`src/gae_pkg.sv`:
```
// ----------------------------------------------------------------------------
// GEMV accumulate engine package
// Shared widths, codes, queue item and configuration types, and small helpers.
// ----------------------------------------------------------------------------
package gae_pkg;

    localparam int MAX_LEN     = 64;
    localparam int IDX_W       = $clog2(MAX_LEN);
    localparam int SIZE_W      = IDX_W + 1;
    localparam int DATA_W      = 32;
    localparam int ACC_W       = 64;
    localparam int PROD_W      = 2 * DATA_W;
    localparam int QUEUE_DEPTH = 4;
    localparam int QPTR_W      = $clog2(QUEUE_DEPTH);
    localparam int QCNT_W      = QPTR_W + 1;
    localparam int CFG_IDX_W   = 3;

    // Register indexes of the configuration port.
    localparam logic [CFG_IDX_W-1:0] CFG_TRANSPOSE = 3'd0;
    localparam logic [CFG_IDX_W-1:0] CFG_ROWS      = 3'd1;
    localparam logic [CFG_IDX_W-1:0] CFG_COLS      = 3'd2;
    localparam logic [CFG_IDX_W-1:0] CFG_ALPHA     = 3'd3;
    localparam logic [CFG_IDX_W-1:0] CFG_BETA      = 3'd4;

    localparam logic [DATA_W-1:0] ALPHA_RESET = 32'h0001_0000;

    // Input operation codes.
    typedef enum logic [1:0] {
        OP_LOAD_X = 2'd0,
        OP_LOAD_Y = 2'd1,
        OP_MATRIX = 2'd2,
        OP_UNUSED = 2'd3
    } t_op;

    // What the back end has to do with a queued item.
    typedef enum logic [1:0] {
        K_LOAD_X = 2'd0,
        K_LOAD_Y = 2'd1,
        K_MAC    = 2'd2,
        K_FLUSH  = 2'd3
    } t_kind;

    typedef struct packed {
        t_kind              kind;
        logic [IDX_W-1:0]   acc_idx;
        logic [IDX_W-1:0]   src_idx;
        logic [DATA_W-1:0]  value;
        logic               final_req;
    } t_item;

    typedef struct packed {
        logic               transpose;
        logic [SIZE_W-1:0]  out_count;
        logic [DATA_W-1:0]  alpha;
        logic [DATA_W-1:0]  beta;
    } t_cfg;

    typedef enum logic [3:0] {
        BS_IDLE,
        BS_MUL,
        BS_ACC,
        BS_RD,
        BS_MAG,
        BS_MHI,
        BS_MLO,
        BS_MY,
        BS_SIGN,
        BS_OUT
    } t_bstate;

    // Magnitude of a two's complement word; the most negative value maps to 2^31.
    function automatic logic [DATA_W-1:0] mag32(input logic [DATA_W-1:0] v);
        return v[DATA_W-1] ? (DATA_W'(0) - v) : v;
    endfunction

    // A size register of zero acts as one, anything above MAX_LEN as MAX_LEN.
    function automatic logic [SIZE_W-1:0] eff_size(input logic [SIZE_W-1:0] v);
        logic [SIZE_W-1:0] r;
        if (v == '0) begin
            r = SIZE_W'(1);
        end else if (v > SIZE_W'(MAX_LEN)) begin
            r = SIZE_W'(MAX_LEN);
        end else begin
            r = v;
        end
        return r;
    endfunction

endpackage

```
`src/gae_front.sv`:
```
// ----------------------------------------------------------------------------
// GEMV accumulate engine front end
// Holds the configuration registers and classifies accepted items for the queue.
// ----------------------------------------------------------------------------
module gae_front (
    input  logic                            i_clk,
    input  logic                            i_rst_n,
    input  logic                            i_cfg_valid,
    output logic                            o_cfg_ready,
    input  logic [gae_pkg::CFG_IDX_W-1:0]   i_cfg_index,
    input  logic [gae_pkg::DATA_W-1:0]      i_cfg_data,
    input  logic                            i_accept,
    input  logic [1:0]                      i_op,
    input  logic [gae_pkg::IDX_W-1:0]       i_position,
    input  logic [gae_pkg::IDX_W-1:0]       i_row,
    input  logic [gae_pkg::IDX_W-1:0]       i_col,
    input  logic [gae_pkg::DATA_W-1:0]      i_value,
    input  logic                            i_final_req,
    output logic                            o_push,
    output gae_pkg::t_item                  o_item,
    output gae_pkg::t_cfg                   o_cfg
);

    logic                           r_transpose;
    logic [gae_pkg::SIZE_W-1:0]     r_rows;
    logic [gae_pkg::SIZE_W-1:0]     r_cols;
    logic [gae_pkg::DATA_W-1:0]     r_alpha;
    logic [gae_pkg::DATA_W-1:0]     r_beta;

    logic [gae_pkg::SIZE_W-1:0]     c_rows;
    logic [gae_pkg::SIZE_W-1:0]     c_cols;
    logic                           c_in_range;

    assign o_cfg_ready = 1'b1;

    always_ff @(posedge i_clk) begin
        if (!i_rst_n) begin
            r_transpose <= 1'b0;
            r_rows      <= gae_pkg::SIZE_W'(1);
            r_cols      <= gae_pkg::SIZE_W'(1);
            r_alpha     <= gae_pkg::ALPHA_RESET;
            r_beta      <= '0;
        end else if (i_cfg_valid && o_cfg_ready) begin
            unique case (i_cfg_index)
                gae_pkg::CFG_TRANSPOSE: r_transpose <= i_cfg_data[0];
                gae_pkg::CFG_ROWS:      r_rows      <= i_cfg_data[gae_pkg::SIZE_W-1:0];
                gae_pkg::CFG_COLS:      r_cols      <= i_cfg_data[gae_pkg::SIZE_W-1:0];
                gae_pkg::CFG_ALPHA:     r_alpha     <= i_cfg_data;
                gae_pkg::CFG_BETA:      r_beta      <= i_cfg_data;
                default: begin
                end
            endcase
        end
    end

    assign c_rows     = gae_pkg::eff_size(r_rows);
    assign c_cols     = gae_pkg::eff_size(r_cols);
    assign c_in_range = ({1'b0, i_row} < c_rows) && ({1'b0, i_col} < c_cols);

    always_comb begin
        o_cfg.transpose = r_transpose;
        o_cfg.out_count = r_transpose ? c_cols : c_rows;
        o_cfg.alpha     = r_alpha;
        o_cfg.beta      = r_beta;
    end

    // Matrix elements outside the matrix only matter when they end the pass.
    always_comb begin
        o_push           = 1'b0;
        o_item.kind      = gae_pkg::K_MAC;
        o_item.acc_idx   = r_transpose ? i_col : i_row;
        o_item.src_idx   = r_transpose ? i_row : i_col;
        o_item.value     = i_value;
        o_item.final_req = i_final_req;
        unique case (gae_pkg::t_op'(i_op))
            gae_pkg::OP_LOAD_X: begin
                o_push         = i_accept;
                o_item.kind    = gae_pkg::K_LOAD_X;
                o_item.src_idx = i_position;
            end
            gae_pkg::OP_LOAD_Y: begin
                o_push         = i_accept;
                o_item.kind    = gae_pkg::K_LOAD_Y;
                o_item.src_idx = i_position;
            end
            gae_pkg::OP_MATRIX: begin
                if (c_in_range) begin
                    o_push      = i_accept;
                    o_item.kind = gae_pkg::K_MAC;
                end else begin
                    o_push      = i_accept && i_final_req;
                    o_item.kind = gae_pkg::K_FLUSH;
                end
            end
            gae_pkg::OP_UNUSED: begin
                o_push = 1'b0;
            end
        endcase
    end

endmodule

```
`config.mk`:
```
export PLATFORM = sky130hd
export DESIGN_NAME = gae_front
export DESIGN_NICKNAME = d
export VERILOG_FILES = /design/src/gae_pkg.sv /design/src/gae_front.sv
export SDC_FILE = /design/constraint.sdc
export NUM_CORES = 1
export LEC_CHECK = 0
export BUFFER_PORTS_ARGS = -buffer_cell sky130_fd_sc_hd__buf_4
export CORE_ASPECT_RATIO = 0.5
export CORE_UTILIZATION = 35
export CTS_BUF_LIST = sky130_fd_sc_hd__clkbuf_2
export CTS_CLUSTER_DIAMETER = 200
export CTS_CLUSTER_SIZE = 28
export DETAILED_ROUTE_END_ITERATION = 6
export GPL_ROUTABILITY_DRIVEN = 0
export GPL_TIMING_DRIVEN = 0
export HOLD_SLACK_MARGIN = 0.15
export PLACE_DENSITY = 0.63
export SLEW_MARGIN = 20
export SYNTH_ARGS = -nofsm -noshare
export SYNTH_HDL_FRONTEND = slang
export SYNTH_SLANG_ARGS = --single-unit
export TNS_END_PERCENT = 5
```
`constraint.sdc`:
```
create_clock -name i_clk -period 3.3 [get_ports i_clk]
set_clock_uncertainty 0.05 [all_clocks]
set_input_delay 0.165 -clock i_clk [delete_from_list [all_inputs] [get_ports i_clk]]
set_output_delay 0.165 -clock i_clk [all_outputs]
set_load 0.01 [all_outputs]
```
# [Yosys cells after proc, flatten, opt, wreduce, memory -nomap -nowiden]
# Cells that the tools add are included.
[op_classes] n_addsub=0 mul=0 n_div=0 n_lt_le_gt_ge=4 n_eq_ne=7 n_shift=0 n_mux=12 bitwise=0 reduce_logical=12
[op_table] operator="$mux W7" count=5
[op_table] operator="$mux W6" count=3
[op_table] operator="$gt A7 B7 Y1 const B" count=2
[op_table] operator="$logic_not A7 Y1" count=2
[op_table] operator="$lt A6 B7 Y1" count=2
[op_table] operator="$reduce_and A2 Y1" count=5
[op_table] operator="$eq A3 B2 Y1 const B" count=2
[op_table] operator="$pmux W2 S3" count=1
[op_table] operator="$eq A2 B2 Y1 const B" count=2
[op_table] operator="$eq A3 B1 Y1 const B" count=1
[op_table] operator="$eq A3 B3 Y1 const B" count=1
[op_table] operator="$logic_not A3 Y1" count=1
[op_table] operator="$pmux W1 S3" count=1
[op_table] operator="$eq A2 B1 Y1 const B" count=1
[op_table] operator="$logic_and A1 B1 Y1" count=2
[op_table] operator="$logic_not A2 Y1" count=1
[op_table] operator="$mux W1" count=2
[op_table] operator="$reduce_or A2 Y1" count=1
[totals] ff_bits=79 latchBits=0 ramBits=0 romBits=0 input_bits=92 out_inout_bits=121 word_cells=40 memories=0

# [Depth between registers and ports, before layout]
[logic_depth] depth_word=7 depth_mapped=7 depth_no_buf=7

# [Worst setup path before layout]
# OpenSTA, ideal clock, no wires.
[synth_timing] kind="register to output" from="register r_cols[6] (netlist bit)" to="output o_push" arrival_ns=1.717 required_time_ns=3.085 setup_slack_ns=1.368 path_stages_with_launch=8 n_path_buf=1 path_cell_list="dfxtp_1 > buf_2 > or2b_1 > ha_1 > a21o_1 > a21o_1 > a211oi_2 > a41o_1"
[synth_via] elab_chain_cells=7 elab_cells_between_ends=8
[synth_rtl] item="start: declaration" line_no="gae_front.sv:26" rtl="logic [gae_pkg::SIZE_W-1:0] r_cols;"
[synth_rtl] item="start signal: assignment" line_no="gae_front.sv:40" rtl="r_cols <= gae_pkg::SIZE_W'(1);"
[synth_rtl] item="start signal: assignment" line_no="gae_front.sv:47" rtl="gae_pkg::CFG_COLS: r_cols <= i_cfg_data[gae_pkg::SIZE_W-1:0];"
[synth_rtl] item="$gt A7 B7 Y1" line_no="gae_pkg.sv:81" rtl="end else if (v > SIZE_W'(MAX_LEN)) begin"
[synth_rtl] item="$mux W7" line_no="gae_pkg.sv:81"
[synth_rtl] item="$mux W7 *" line_no="gae_pkg.sv:79" rtl="if (v == '0) begin"
[synth_rtl] item="$lt A6 B7 Y1 *" line_no="gae_front.sv:58" rtl="assign c_in_range = ({1'b0, i_row} < c_rows) && ({1'b0, i_col} < c_cols);"
[synth_rtl] item="$logic_and A1 B1 Y1 *" line_no="gae_front.sv:58"
[synth_rtl] item="$mux W1 *" line_no="gae_front.sv:87" rtl="if (c_in_range) begin"
[synth_rtl] item="$pmux W1 S3 *" line_no="gae_front.sv:75" rtl="unique case (gae_pkg::t_op'(i_op))"
[synth_rtl] item="end: declaration" line_no="gae_front.sv:19" rtl="output logic o_push,"
# Every way passes the cells marked *; elsewhere a longest branch is shown, timed or not.

==> summary.md <==
Data arrives at the worst endpoint at 2.51 ns. The critical path ends at o_item[45]. IR analysis of the VDD net gives a maximum drop of 0.000220 V. Source of the worst register-to-register timing path: r_transpose$_SDFFE_PN0P_.

The number of cells on the worst reg-to-reg path is 4. For this run, the detailed router's first-pass iteration total came to 6. The tools report the synthesized net count as 566.

Sequential cells burn 52.7% of the power. The largest fanout of any net on the critical path is 10, and the number of synthesized flops with an enable pin is 0. Once placement finished, the instance area stood at 5490 um2. The run gives 11,800 um2 as the area of the die. For the post-DP HPWL, the log shows 8940 um. Ranked by total cell area, the synthesized netlist is headed by dfxtp_1 40%, nand2_1 13%, a21boi_1 10%. In the final timing run, aggregate negative setup slack is 0 ns. Of all cell types, the one taking the most synthesized area is dfxtp_1. The die span in x was 153 um. In this run, CTS created clock tree buffers numbering 9.

The switching part of the total power was 26.8%. The part of the cycle the worst path needs is 82.6%. By startpoint and endpoint, the worst setup path is classified as reg -> out. Top-level I/O count: 213. After synthesis, the mean cell area works out to 8.57 um2.

The core region is 11,000 um2. The commonest cells after synthesis are 138 x nand2_1, 79 x dfxtp_1, 55 x a21boi_1. STA classifies the critical path startpoint as a flop. The most common cell in the synthesized netlist is nand2_1. The Yosys step of the flow raised 0 warnings. For the non-filler instance count after layout, the log shows 842.

After filler insertion, the fill cell instance count of the layout stands at 1,092. The run finished, with violations left. The tools report the count of unique library cells instantiated by Yosys as 37. Entering global routing, the biggest net connects 13 pins.

The cell count after synthesis came out at 464. Of all flip-flops after synthesis, the portion carrying an async set or reset was 0%. Tracing the worst setup path back leads to its startpoint at r_cols[6]$_SDFFE_PN0P_. The number of antenna diodes in the final layout is 0. The setup check on the worst reg-to-reg path leaves a slack of 1.99 ns. The endpoint type of the worst setup path was an output port. The clock net sink count is 79. Dividing the detail-routed wire length by the instance count gives 13.9 um.

The clock period could shrink to 2.73 ns. In this run, placement finished with an instance count of 786. In this run the power density over the cells is 313 nW/um2.

Wires add up to 11,700 um. TritonCTS built the clock tree. After global routing the overflow that remains totals 0. The H-tree level count was 3. The max-slew violation count was 0; the post-cts resize count was 0. Setup repair after global routing left no endpoint under its margin.

The path class of the lowest-slack min-delay path was in -> reg. The register clock-pin slew on the reported worst setup and hold paths was 0.19 ns. The maximum buffer depth of the clock tree was 2; the proportion of layout cells with a drive suffix above 1 was 37.2%.

The clock latency at the later pin of the worst-skew pair is 0.51 ns, and the quantity of I/O buffers inserted on ports is 177. The number of failing hold endpoints at the final stage was 0. The cell at the root of the clock tree is clkbuf_2. After the first detailed-routing iteration, the DRC count stood at 115.

The mapped netlist covers 3980 um2. The run gives 1370 uW as the cell internal power dissipation. Count of standard-cell rows: 27. For this run, the leading register cell type out of synthesis is dfxtp_1. In this run the critical register-to-register path is captured at r_transpose$_SDFFE_PN0P_. Setup violations remaining at the end of the flow were counted as 0. The first global-routing pass estimated 18,500 um of wire. Across all layers, the routed design uses 3,821 vias.

Of the synthesized area, sequential elements account for 39.8%. In the routed design, unresolved DRC markers number 14. The run gives 19.8% as the overall global routing resource usage. The final reports fail on design-rule violations. Cells fill 54.4% of the core in the end. The detail-routed via count per cell is 4.54, and the floorplan die height is 77.4 um. The leakage dissipation was 0.00262 uW. The run gives 0 as the number of max-cap violations. The fraction of power consumed by the clock network came out at 26.4%. Based on the critical path, the design can be clocked at up to 367 MHz. At the end of the flow, the number of nets in the layout was 794. The proportion of netlist area held by the largest area contributor is 39.8%. In this run the remaining antenna-violating nets after routing total 0. The total of flip-flops plus latches after synthesis came out at 79. The number of antenna violations at the first check in global routing was 0; the initial core utilization was 36.1%. The via count of the first global-routing pass is 3,678, and the required time of the critical path is 3.08 ns. The share of total power dissipated in combinational logic is 20.9%. The run gives 503 uW as the net switching component of the power. Summing all non-filler instances in the final layout gives an area of 5990 um2. The area overhead of the layout relative to synthesis works out to 50.6%.
-- how the worst min path moves through the flow --
stage | startpoint | endpoint | depth (start not counted)
5_1_grt | i_cfg_data[16] | r_alpha[16]$_SDFFE_PN1P_ | 4
3_3_place_gp | i_cfg_data[16] | r_alpha[16]$_SDFFE_PN1P_ | 3
3_5_place_dp | i_cfg_data[16] | r_alpha[16]$_SDFFE_PN1P_ | 3
4_1_cts | i_cfg_data[16] | r_alpha[16]$_SDFFE_PN1P_ | 4
2_1_floorplan | i_cfg_data[16] | r_alpha[16]$_SDFFE_PN1P_ | 2
6_report | i_cfg_data[16] | r_alpha[16]$_SDFFE_PN1P_ | 4
-- worst max-delay path, stage by stage, from the launching register on --
cell and delay [ns]:
dfxtp_1 0.35, buf_2 0.17, or2b_1 0.25, ha_1 0.29, a21o_1 0.16, a21o_1 0.18, a211oi_2 0.27, a41oi_1 0.15
buf_4 0.18
-- registers in the layout (all words and copies together), names as in the netlist --
| signal | cells |
|---|---|
| r_beta | 32 |
| r_rows | 7 |
| r_alpha | 32 |
| r_cols | 7 |
| r_transpose | 1 |
-- power by group through the flow --
stage               logic (uW)  registers, uW  clock network [uW]
finish                     392            989                 495
global route               425            992                 558
CTS                        396            989                 517
detailed placement         357           1010                   0
global placement           355           1010                   0
floorplan                  167           1010                   0
-- layout make-up --
cell class	count	area (um2)	area share [%]
repair buffers	217	1730	28.9
multi-input cells	318	1940	32.4
inverters	1	3.75	0.0627
clock buffers	10	50.0	0.836
plain buffers	66	448	7.48
well taps	145	181	3.03
flip-flops and latches	79	1580	26.4
clock inverters	6	51.3	0.857
-- repair_timing --
| item | 4_1_cts | 5_1_grt |
|---|---|---|
| hold endpoints to repair | 79 | 0 |
| hold buffers | 40 | 0 |
| buffers inserted | 0 | 0 |
-- kinds of logic after synthesis --
logic type	synth area share, %
XOR/XNOR	0.220
flip-flops	39.8
other	0.0943
AO/OA/AOI/OAI	16.3
multiplexers	7.99
buffers and inverters	11.4
adder cells (fa/ha/maj)	3.15
AND/OR/NAND/NOR	21.1
-- metrics by stage --
stage               setup slack, ns  power [uW]  hold WS, ns
CTS                           0.487        1900        0.298
global placement               1.15        1360        0.341
finish                        0.573        1880        0.365
global route                  0.380        1980        0.296
floorplan                      1.37        1180        0.239
detailed placement             1.14        1360        0.346
-- placed cells by master (no fill, tap or decap), types with 12 or more instances in the layout --
cell	count
clkbuf_1	12
dlygate4sd3_1	40
dfxtp_1	79
nand2_1	138
nor2b_1	15
buf_4	215
a21boi_1	55
mux2i_1	25
a21oi_1	13
-- metal layers --
metal / vias to the layer above / track usage (%) / part of all wire [%]
met5: - / 0 / 0
met4: 0 / 5.96 / 1.3
met3: 12 / 5.70 / 6.9
met2: 112 / 35.6 / 49
met1: 1740 / 22.8 / 42
li1: 1957 / - / -
(Power assumes the default switching activity.)
