--- src/gae_pkg.sv ---
// ----------------------------------------------------------------------------
// GEMV accumulate engine package
// Shared widths, codes, queue item and configuration types, and small helpers.
// ----------------------------------------------------------------------------
package gae_pkg;

    localparam int MAX_LEN     = 64;
    localparam int IDX_W       = $clog2(MAX_LEN);
    localparam int SIZE_W      = IDX_W + 1;
    localparam int DATA_W      = 32;
    localparam int ACC_W       = 64;
    localparam int PROD_W      = 2 * DATA_W;
    localparam int QUEUE_DEPTH = 4;
    localparam int QPTR_W      = $clog2(QUEUE_DEPTH);
    localparam int QCNT_W      = QPTR_W + 1;
    localparam int CFG_IDX_W   = 3;

    // Register indexes of the configuration port.
    localparam logic [CFG_IDX_W-1:0] CFG_TRANSPOSE = 3'd0;
    localparam logic [CFG_IDX_W-1:0] CFG_ROWS      = 3'd1;
    localparam logic [CFG_IDX_W-1:0] CFG_COLS      = 3'd2;
    localparam logic [CFG_IDX_W-1:0] CFG_ALPHA     = 3'd3;
    localparam logic [CFG_IDX_W-1:0] CFG_BETA      = 3'd4;

    localparam logic [DATA_W-1:0] ALPHA_RESET = 32'h0001_0000;

    // Input operation codes.
    typedef enum logic [1:0] {
        OP_LOAD_X = 2'd0,
        OP_LOAD_Y = 2'd1,
        OP_MATRIX = 2'd2,
        OP_UNUSED = 2'd3
    } t_op;

    // What the back end has to do with a queued item.
    typedef enum logic [1:0] {
        K_LOAD_X = 2'd0,
        K_LOAD_Y = 2'd1,
        K_MAC    = 2'd2,
        K_FLUSH  = 2'd3
    } t_kind;

    typedef struct packed {
        t_kind              kind;
        logic [IDX_W-1:0]   acc_idx;
        logic [IDX_W-1:0]   src_idx;
        logic [DATA_W-1:0]  value;
        logic               final_req;
    } t_item;

    typedef struct packed {
        logic               transpose;
        logic [SIZE_W-1:0]  out_count;
        logic [DATA_W-1:0]  alpha;
        logic [DATA_W-1:0]  beta;
    } t_cfg;

    typedef enum logic [3:0] {
        BS_IDLE,
        BS_MUL,
        BS_ACC,
        BS_RD,
        BS_MAG,
        BS_MHI,
        BS_MLO,
        BS_MY,
        BS_SIGN,
        BS_OUT
    } t_bstate;

    // Magnitude of a two's complement word; the most negative value maps to 2^31.
    function automatic logic [DATA_W-1:0] mag32(input logic [DATA_W-1:0] v);
        return v[DATA_W-1] ? (DATA_W'(0) - v) : v;
    endfunction

    // A size register of zero acts as one, anything above MAX_LEN as MAX_LEN.
    function automatic logic [SIZE_W-1:0] eff_size(input logic [SIZE_W-1:0] v);
        logic [SIZE_W-1:0] r;
        if (v == '0) begin
            r = SIZE_W'(1);
        end else if (v > SIZE_W'(MAX_LEN)) begin
            r = SIZE_W'(MAX_LEN);
        end else begin
            r = v;
        end
        return r;
    endfunction

endpackage

--- src/gae_queue.sv ---
// ----------------------------------------------------------------------------
// GEMV accumulate engine item queue
// Small first-in first-out buffer between the front end and the back end.
// ----------------------------------------------------------------------------
module gae_queue (
    input  logic            i_clk,
    input  logic            i_rst_n,
    input  logic            i_push,
    input  gae_pkg::t_item  i_item,
    input  logic            i_pop,
    output gae_pkg::t_item  o_head,
    output logic            o_empty,
    output logic            o_full
);

    gae_pkg::t_item                 r_mem [gae_pkg::QUEUE_DEPTH];
    logic [gae_pkg::QPTR_W-1:0]     r_wr_ptr;
    logic [gae_pkg::QPTR_W-1:0]     r_rd_ptr;
    logic [gae_pkg::QCNT_W-1:0]     r_count;

    function automatic logic [gae_pkg::QPTR_W-1:0] next_ptr(
        input logic [gae_pkg::QPTR_W-1:0] p
    );
        return (p == gae_pkg::QPTR_W'(gae_pkg::QUEUE_DEPTH - 1)) ?
               '0 : p + gae_pkg::QPTR_W'(1);
    endfunction

    assign o_empty = (r_count == '0);
    assign o_full  = (r_count == gae_pkg::QCNT_W'(gae_pkg::QUEUE_DEPTH));
    assign o_head  = r_mem[r_rd_ptr];

    always_ff @(posedge i_clk) begin
        if (i_push) begin
            r_mem[r_wr_ptr] <= i_item;
        end
    end

    always_ff @(posedge i_clk) begin
        if (!i_rst_n) begin
            r_wr_ptr <= '0;
            r_rd_ptr <= '0;
            r_count  <= '0;
        end else begin
            if (i_push) begin
                r_wr_ptr <= next_ptr(r_wr_ptr);
            end
            if (i_pop) begin
                r_rd_ptr <= next_ptr(r_rd_ptr);
            end
            if (i_push && !i_pop) begin
                r_count <= r_count + gae_pkg::QCNT_W'(1);
            end else if (i_pop && !i_push) begin
                r_count <= r_count - gae_pkg::QCNT_W'(1);
            end
        end
    end

endmodule

--- config.mk ---
export PLATFORM = sky130hd
export DESIGN_NAME = gae_queue
export DESIGN_NICKNAME = d
export VERILOG_FILES = /design/src/gae_pkg.sv /design/src/gae_queue.sv
export SDC_FILE = /design/constraint.sdc
export NUM_CORES = 1
export LEC_CHECK = 0
export BUFFER_PORTS_ARGS = -buffer_cell sky130_fd_sc_hd__buf_2
export CAP_MARGIN = 20
export CORE_UTILIZATION = 40
export DETAILED_ROUTE_END_ITERATION = 8
export GPL_ROUTABILITY_DRIVEN = 1
export PLACE_DENSITY = 0.61
export SETUP_SLACK_MARGIN = 0.1
export SYNTH_ARGS = -nofsm -noshare
export SYNTH_HDL_FRONTEND = slang
export SYNTH_SLANG_ARGS = --single-unit
--- constraint.sdc ---
create_clock -name i_clk -period 3.55 [get_ports i_clk]
set_input_delay 0.1775 -clock i_clk [delete_from_list [all_inputs] [get_ports i_clk]]
set_output_delay 0.1775 -clock i_clk [all_outputs]
set_load 0.02 [all_outputs]
Word-level counts from Yosys, hierarchy flattened
Memories as Yosys holds them, arrays and structs flattened. A register that Yosys moved wholly into a read port is not among the register bits. Index checks and enable logic that the tools add are counted.

Add/sub/neg operators: 4. Equal/unequal tests: 3. Mux-type cells: 8. Reductions and logical operators: 6.

Operators by type and width (number): 2-bit two-way mux (4); 3-bit two-way mux (2); 2-bit by 1-bit adder with 2-bit output (second input constant) (2); 2-bit equality test (second input constant) (2); 3-bit by 1-bit adder with 3-bit output (second input constant) (1); 3-bit equality test (second input constant) (1); 3-bit zero test (1); 3-bit by 1-bit subtractor with 3-bit output (second input constant) (1); 1-bit logical AND (2); 1-bit zero test (2); 1-bit two-way mux (2); 2-bit nonzero test (1).

Bits in registers: 7. Bits in writable memories: 188. Input bits: 51. Output and inout port bits: 49. Logic and storage cells: 25. Memories kept: 1.

Memory list: r_mem (depth 4, width 47, read ports 1, clocked after memory_dff 1, wr ports 1, RTL line gae_queue.sv:16) `gae_pkg::t_item r_mem [gae_pkg::QUEUE_DEPTH];`.

Depth between registers and ports, before layout
Gate-level depths: netlist (run 1).

Depth in word-level cells: 4. Depth in mapped cells: 7. Gate-level depth less buffers: 7.

Worst setup path before layout (run 1)
No wires, ideal clock.

Path kind: flip-flop to flip-flop. Start: register r_wr_ptr[0] in the netlist's numbering. End: memory r_mem[3][0] in the netlist's numbering (enable). Data arrival time: 1.675 ns. Path slack: 1.466 ns. Cell stages (with the launch flop): 3. Period minus slack after synthesis: 2.084 ns. Cells stage by stage: dfxtp_1 > ha_1 > and2_1.

RTL lines: start: declaration (RTL line gae_queue.sv:17) `logic [gae_pkg::QPTR_W-1:0] r_wr_ptr;`; start signal: assignment (RTL line gae_queue.sv:45) `r_wr_ptr <= next_ptr(r_wr_ptr);`; end: declaration (RTL line gae_queue.sv:16).

Straight into the memory's write port.

==> results of run 1 <==
[final timing paths]
check                                 start           end  slack, ns  cells after the start
worst min-delay path                i_rst_n     flip-flop       0.05                      2
worst max-delay path              flip-flop     o_head[1]       1.10                      2
worst min register to register   r_count[2]    r_count[2]       0.54                      2
worst max register to register  r_wr_ptr[0]  r_mem[3][31]       1.59                      3
[metal layers]
metal	global-route usage (%)	part of all wire, %
met2	25.0	51
met5	0	0
met1	18.9	43
met3	4.22	4.1
met4	6.42	1.9
[Yosys cell counts (all sizes together)]
master / count / area (sq um)
buf: 9 / 98.9
xnor2: 1 / 8.76
xor2: 1 / 8.76
inv: 4 / 15.0
and2: 5 / 31.3
clkbuf: 1 / 3.75
or3: 1 / 6.26
nor2: 1 / 3.75
nor3b: 1 / 7.51
dfxtp: 9 / 180
mux4: 47 / 1060
a21boi: 1 / 7.51
o21a: 1 / 7.51
o21ai: 1 / 5.00
mux2i: 4 / 40.0
nor2b: 5 / 31.3
fa: 1 / 20.0
nor3: 2 / 10.0
ha: 6 / 75.1
edfxtp: 188 / 5650
[cell type report]
class | count | area [sq um] | area share [%]
clock inverters | 15 | 170 | 1.87
repair buffers | 155 | 1050 | 11.5
clock buffers | 17 | 425 | 4.68
flip-flops and latches | 197 | 5830 | 64.1
well taps | 225 | 282 | 3.10
inverters | 4 | 15.0 | 0.165
multi-input cells | 78 | 1330 | 14.6
[flip-flops by register name, summed over array words and instances (netlist names), named ones only]
signal and count:
r_count 3, r_mem 188, r_rd_ptr 2, r_wr_ptr 2
[kinds of logic (layout without fill, tap and decap cells)]
| group | Yosys count | in the layout | share of synthesized area, % |
|---|---|---|---|
| adders and majority gates | 7 | 7 | 1.31 |
| AOI/OAI and AO/OA | 3 | 3 | 0.276 |
| and+or+nand+nor | 15 | 15 | 1.24 |
| DFF | 197 | 197 | 80.2 |
| buffers and inverters | 14 | 191 | 1.62 |
| xor gates and xnor gates | 2 | 2 | 0.241 |
| muxes | 51 | 51 | 15.1 |
[report_power, final]
part	internal (mW)	switching, mW
logic	0.236	0.271
registers	2.66	0.0604
clock network	1.06	0.860
[what timing repair did]
item,in CTS,in global routing
endpoints found under the hold margin,188,0
resized for setup,0,0
hold buffers,47,0
==> reports/results.ini, run 1 <==
[run_status]
status=complete, no violations

[synth]
ys_ff_latch=197
synth_area_sq_um=7260
yosysSeqAreaShare_pct=80.2
synth_nets=347
ys_warn_count=0
netlist_instances=289
yosysUniqueCellTypes=23
syn_avg_cell_area_sq_um=25.1

[clocking]
postCtsSetupRepairBufs=0
cts_root_buf=clkbuf_16
cts_max_level=4
cts.clk_slew.worst_paths_ns=0.07
clock_latency_ns=0.43
cts_tree=done
clock-sinks=197
cts_buffer_depth=2
numCtsBuffers=17

[finish]
area_growth_pct=25.2
nNetsFinal=511
final_cell_mix=edfxtp_1, buf_2, mux4_2, dlygate4sd3_1, clkbuf_16
num_antenna_cells=0
postLayoutCoreUtil_pct=51.9
instances_no_fill=691
drive_gt1_share_pct=41.4
fillers=1446
final_common_cell=edfxtp_1
design_area_sq_um=9090

[sta]
setup_slack_ns=1.10
setup_viol=0
min_period_over_period_pct=69.0
final-hold-violation-count=0
hold_slack_ns=0.0482
grt_setup_unrepaired=no
slew_headroom_pct=34.6
tightest_slew_ns=0.981
maxSlewViolCount=0
fmax_mhz=408
finalSetupTns_ns=0
skew_ns=0.0109
fin_crit_ns=2.45

[power]
power_mw=5.14
p_leak_nw=3.11
irDropWorstVdd_mv=0.344
power_density_nw_per_um2=565

[global_routing]
grt_pass1_vias=3640
grt_antenna_before_repair=0
grt_pass1_wl_microns=20000
grt_max_degree=48
grt_usage_pct=15.2
grt_overflow_total=0

[worst_setup_path]
cpPeakStageDelay_ns=1.01
cp.buffers_inverters=1
path_cells=mux4_2 > buf_2
critical-path-top-delay-family=flip-flops
slowest_stage=dfxtp_4
worst_setup_path_end_kind=output port
required_ns=3.37
cp-start-kind=flip-flop
path_max_fanout=47
criticalPathCategory=flip-flop to output port
crit_arrival_ns=2.27

[floorplanning]
num_io_pins=100
die_area_sq_um=18700
row_count=48
dieHeight_microns=137
initial_core_util_pct=41.4
core_area_sq_um=17500
dieWidth_microns=137

[placement]
port_buffers=99
dp_slack_ns=1.48
place_hpwl_microns=7830
place_inst=612
gp_congestion=0.625
place_area_sq_um=8030

[drt]
antenna_left=0
avgRoutedWirePerCell_microns=18.9
dr.pass1.iters=4
dr_total_vias=3395
vias_per_cell=4.91
post-route-drc-count=0
totalWireLength_microns=13100
dr.first_iter.drc_count=190

[flow_run]
maxCapViolCount=0

[hold_path]
hp-class=primary input to flip-flop

Power figures use the tool's default switching activity.
==> run 2: changes to the inputs <==
Settings changed: PLACE_DENSITY 0.61 to 0.63.
Clock period 3.55 ns to 2.1 ns, I/O delays scaled along.
==> run 2 against run 1 <==
Routed wire length up 0.31%. Sequential power up 67%. Combinational power up 88%. Core utilization up 0.70 points. Largest power group unchanged. First-iteration DRC count up 24%. Worst setup slack worse by 0.92 ns. Critical path depth up 1. Critical endpoint is now o_head[11]. Cell area up 1.3%.
==> reports/results.ini, run 2 (same netlist as run 1, synthesis figures left out) <==
[clocking]
clock-sinks=197  ; unchanged
cts.clk_slew.worst_paths_ns=0.07  ; about the same
numCtsBuffers=17  ; unchanged
cts_root_buf=clkbuf_16  ; unchanged
clock_latency_ns=0.43  ; about the same
cts_tree=done  ; unchanged
cts_max_level=4  ; unchanged
cts_buffer_depth=2  ; unchanged

[sta]
fin_crit_ns=1.92
min_period_over_period_pct=91.5
grt_setup_unrepaired=yes  ; was no
tightest_slew_ns=0.550  ; was 0.981 ns
slew_headroom_pct=63.3  ; was 34.6%
final-hold-violation-count=0  ; unchanged
fmax_mhz=521
finalSetupTns_ns=0  ; unchanged
setup_slack_ns=0.179  ; was 1.10 ns
setup_viol=0  ; unchanged
skew_ns=0.00834  ; was 0.0109 ns
maxSlewViolCount=0  ; unchanged

[global_routing]
grt_antenna_before_repair=0  ; unchanged
grt_overflow_total=0  ; unchanged
grt_max_degree=48  ; unchanged
grt_usage_pct=14.8  ; was 15.2%
grt_pass1_vias=3604  ; was 3640
grt_pass1_wl_microns=19500  ; was 20000 microns

[worst_setup_path]
r2r-end=r_mem[2][4]  ; was r_mem[3][31]
cp-start-kind=flip-flop  ; unchanged
cp.depth=3  ; was 2
cpPeakStageDelay_ns=0.52  ; was 1.01 ns
critical-path-top-delay-family=multiplexers  ; was flip-flops
r2r_slack_ns=0.39  ; was 1.59 ns
path_cells=buf_16 > mux4_2 > buf_2  ; was mux4_2 > buf_2
crit_arrival_ns=1.82  ; was 2.27 ns
path_max_fanout=23  ; was 47
worst_setup_path_end_kind=output port  ; unchanged
required_ns=2.00  ; was 3.37 ns
r2r-start=r_wr_ptr[0]  ; unchanged
cp.buffers_inverters=2  ; was 1
slowest_stage=mux4_2  ; was dfxtp_4
criticalPathCategory=flip-flop to output port  ; unchanged
r2r_cells=4  ; was 3

[drt]
dr.pass1.iters=4  ; unchanged
avgRoutedWirePerCell_microns=18.9  ; about the same
antenna_left=0  ; unchanged
post-route-drc-count=0  ; unchanged
dr.first_iter.drc_count=236  ; was 190
totalWireLength_microns=13100  ; about the same
dr_total_vias=3477  ; was 3395
vias_per_cell=5.02  ; was 4.91

[finish]
drive_gt1_share_pct=41.2  ; was 41.4%
instances_no_fill=693  ; was 691
top_regs=r_mem (188), r_count (3)  ; unchanged
area_growth_pct=26.9  ; was 25.2%
nNetsFinal=513  ; was 511
largest_register=r_mem  ; unchanged
largest_reg_flops=188  ; unchanged
final_cell_mix=edfxtp_1, buf_2, dlygate4sd3_1  ; was edfxtp_1, buf_2, mux4_2, dlygate4sd3_1, clkbuf_16
design_area_sq_um=9220  ; was 9090 sq um
num_antenna_cells=0  ; unchanged
final_common_cell=edfxtp_1  ; unchanged

[floorplanning]
initial_core_util_pct=41.4  ; unchanged
dieWidth_microns=137  ; unchanged
core_area_sq_um=17500  ; unchanged
row_count=48  ; unchanged
dieHeight_microns=137  ; unchanged
num_io_pins=100  ; unchanged
die_area_sq_um=18700  ; unchanged

[placement]
place_area_sq_um=8110  ; was 8030 sq um
dp_slack_ns=0.381  ; was 1.48 ns
gp_congestion=0.652  ; was 0.625
place_hpwl_microns=7330  ; was 7830 microns
port_buffers=99  ; unchanged
place_inst=611  ; was 612

[power]
irDropWorstVdd_mv=0.592  ; was 0.344 mV
p_leak_nw=3.16  ; was 3.11 nW
power_density_nw_per_um2=932  ; was 565 nW/um^2

[run_status]
status=complete, no violations  ; unchanged

[flow_run]
maxCapViolCount=0  ; unchanged

[hold_path]
hp-class=primary input to flip-flop  ; unchanged
min_path_cells=3  ; was 2
min_from=i_pop  ; was i_rst_n

[run 2: changes by cell type in the layout (fill, tap and decap cells not counted)]
cell	previous run	this run
buf_16	0	2
buf_12	1	7
clkbuf_16	17	18
dlygate4sd3_1	47	48
clkinv_4	1	3
clkinvlp_4	4	2
clkinv_1	0	1
bufinv_16	2	1
inv_6	5	4
buf_4	8	0
clkinv_2	1	2
[run 2: routing by layer]
| layer | track usage (%) | vias to the layer above | part of all wire [%] |
|---|---|---|---|
| met4 | 6.67 | 0 | 1.5 |
| met1 | 17.2 | 1819 | 41 |
| li1 | - | 1557 | - |
| met3 | 3.81 | 18 | 4.5 |
| met2 | 25.9 | 83 | 53 |
| met5 | 0 | - | 0 |
[run 2: how the worst max path moves through the flow]
stage,end,slack (ns)
after global placement,r_mem[2][35],0.41
after detailed placement,r_mem[2][19],0.38
after floorplan,r_mem[3][0],0.52
after CTS,o_head[27],0.11
after global routing,o_head[17],0.09
final,o_head[11],0.18
[run 2: what timing repair did]
item	4_1_cts	5_1_grt
cloned	1	1
resized for setup	2	0
setup endpoints to repair	47	12
endpoints found under the hold margin	197	0
hold buffers	48	0
buffers inserted	0	0
[run 2: cell type report]
cell class                      instances  area, sq um
Tap cell                              225          282
Sequential cell                       197         5830
Fill cell                            1431         8320
Clock inverter                         15          143
Multi-Input combinational cell         78         1330
Clock buffer                           17          425
Timing Repair Buffer                  157         1200
Inverter                                4         15.0
[run 2: metrics by stage]
stage	total power [mW]	utilization [%]	hold WS [ns]
after CTS	8.68	52.4	0.0156
after global placement	5.48	46.2	0.317
final	8.59	52.6	0.0327
after detailed placement	5.51	46.2	0.322
after floorplan	5.18	-	0.204
after global routing	8.89	52.6	0.0287
[run 2: where the power goes]
group / total, mW / switching (mW) / leakage [nW] / internal, mW
clock: 3.09 / 1.43 / 0.276 / 1.66
combinational: 0.951 / 0.516 / 1.08 / 0.435
sequential: 4.55 / 0.0547 / 1.80 / 4.49
[run 2: tightest hold or removal path, delay by kind of cell]
kind | cells | cell delay [ns]
AOI/OAI and AO/OA | 1 | 0.17
buffers and inverters | 1 | 0.11
and+or+nand+nor | 1 | 0.05
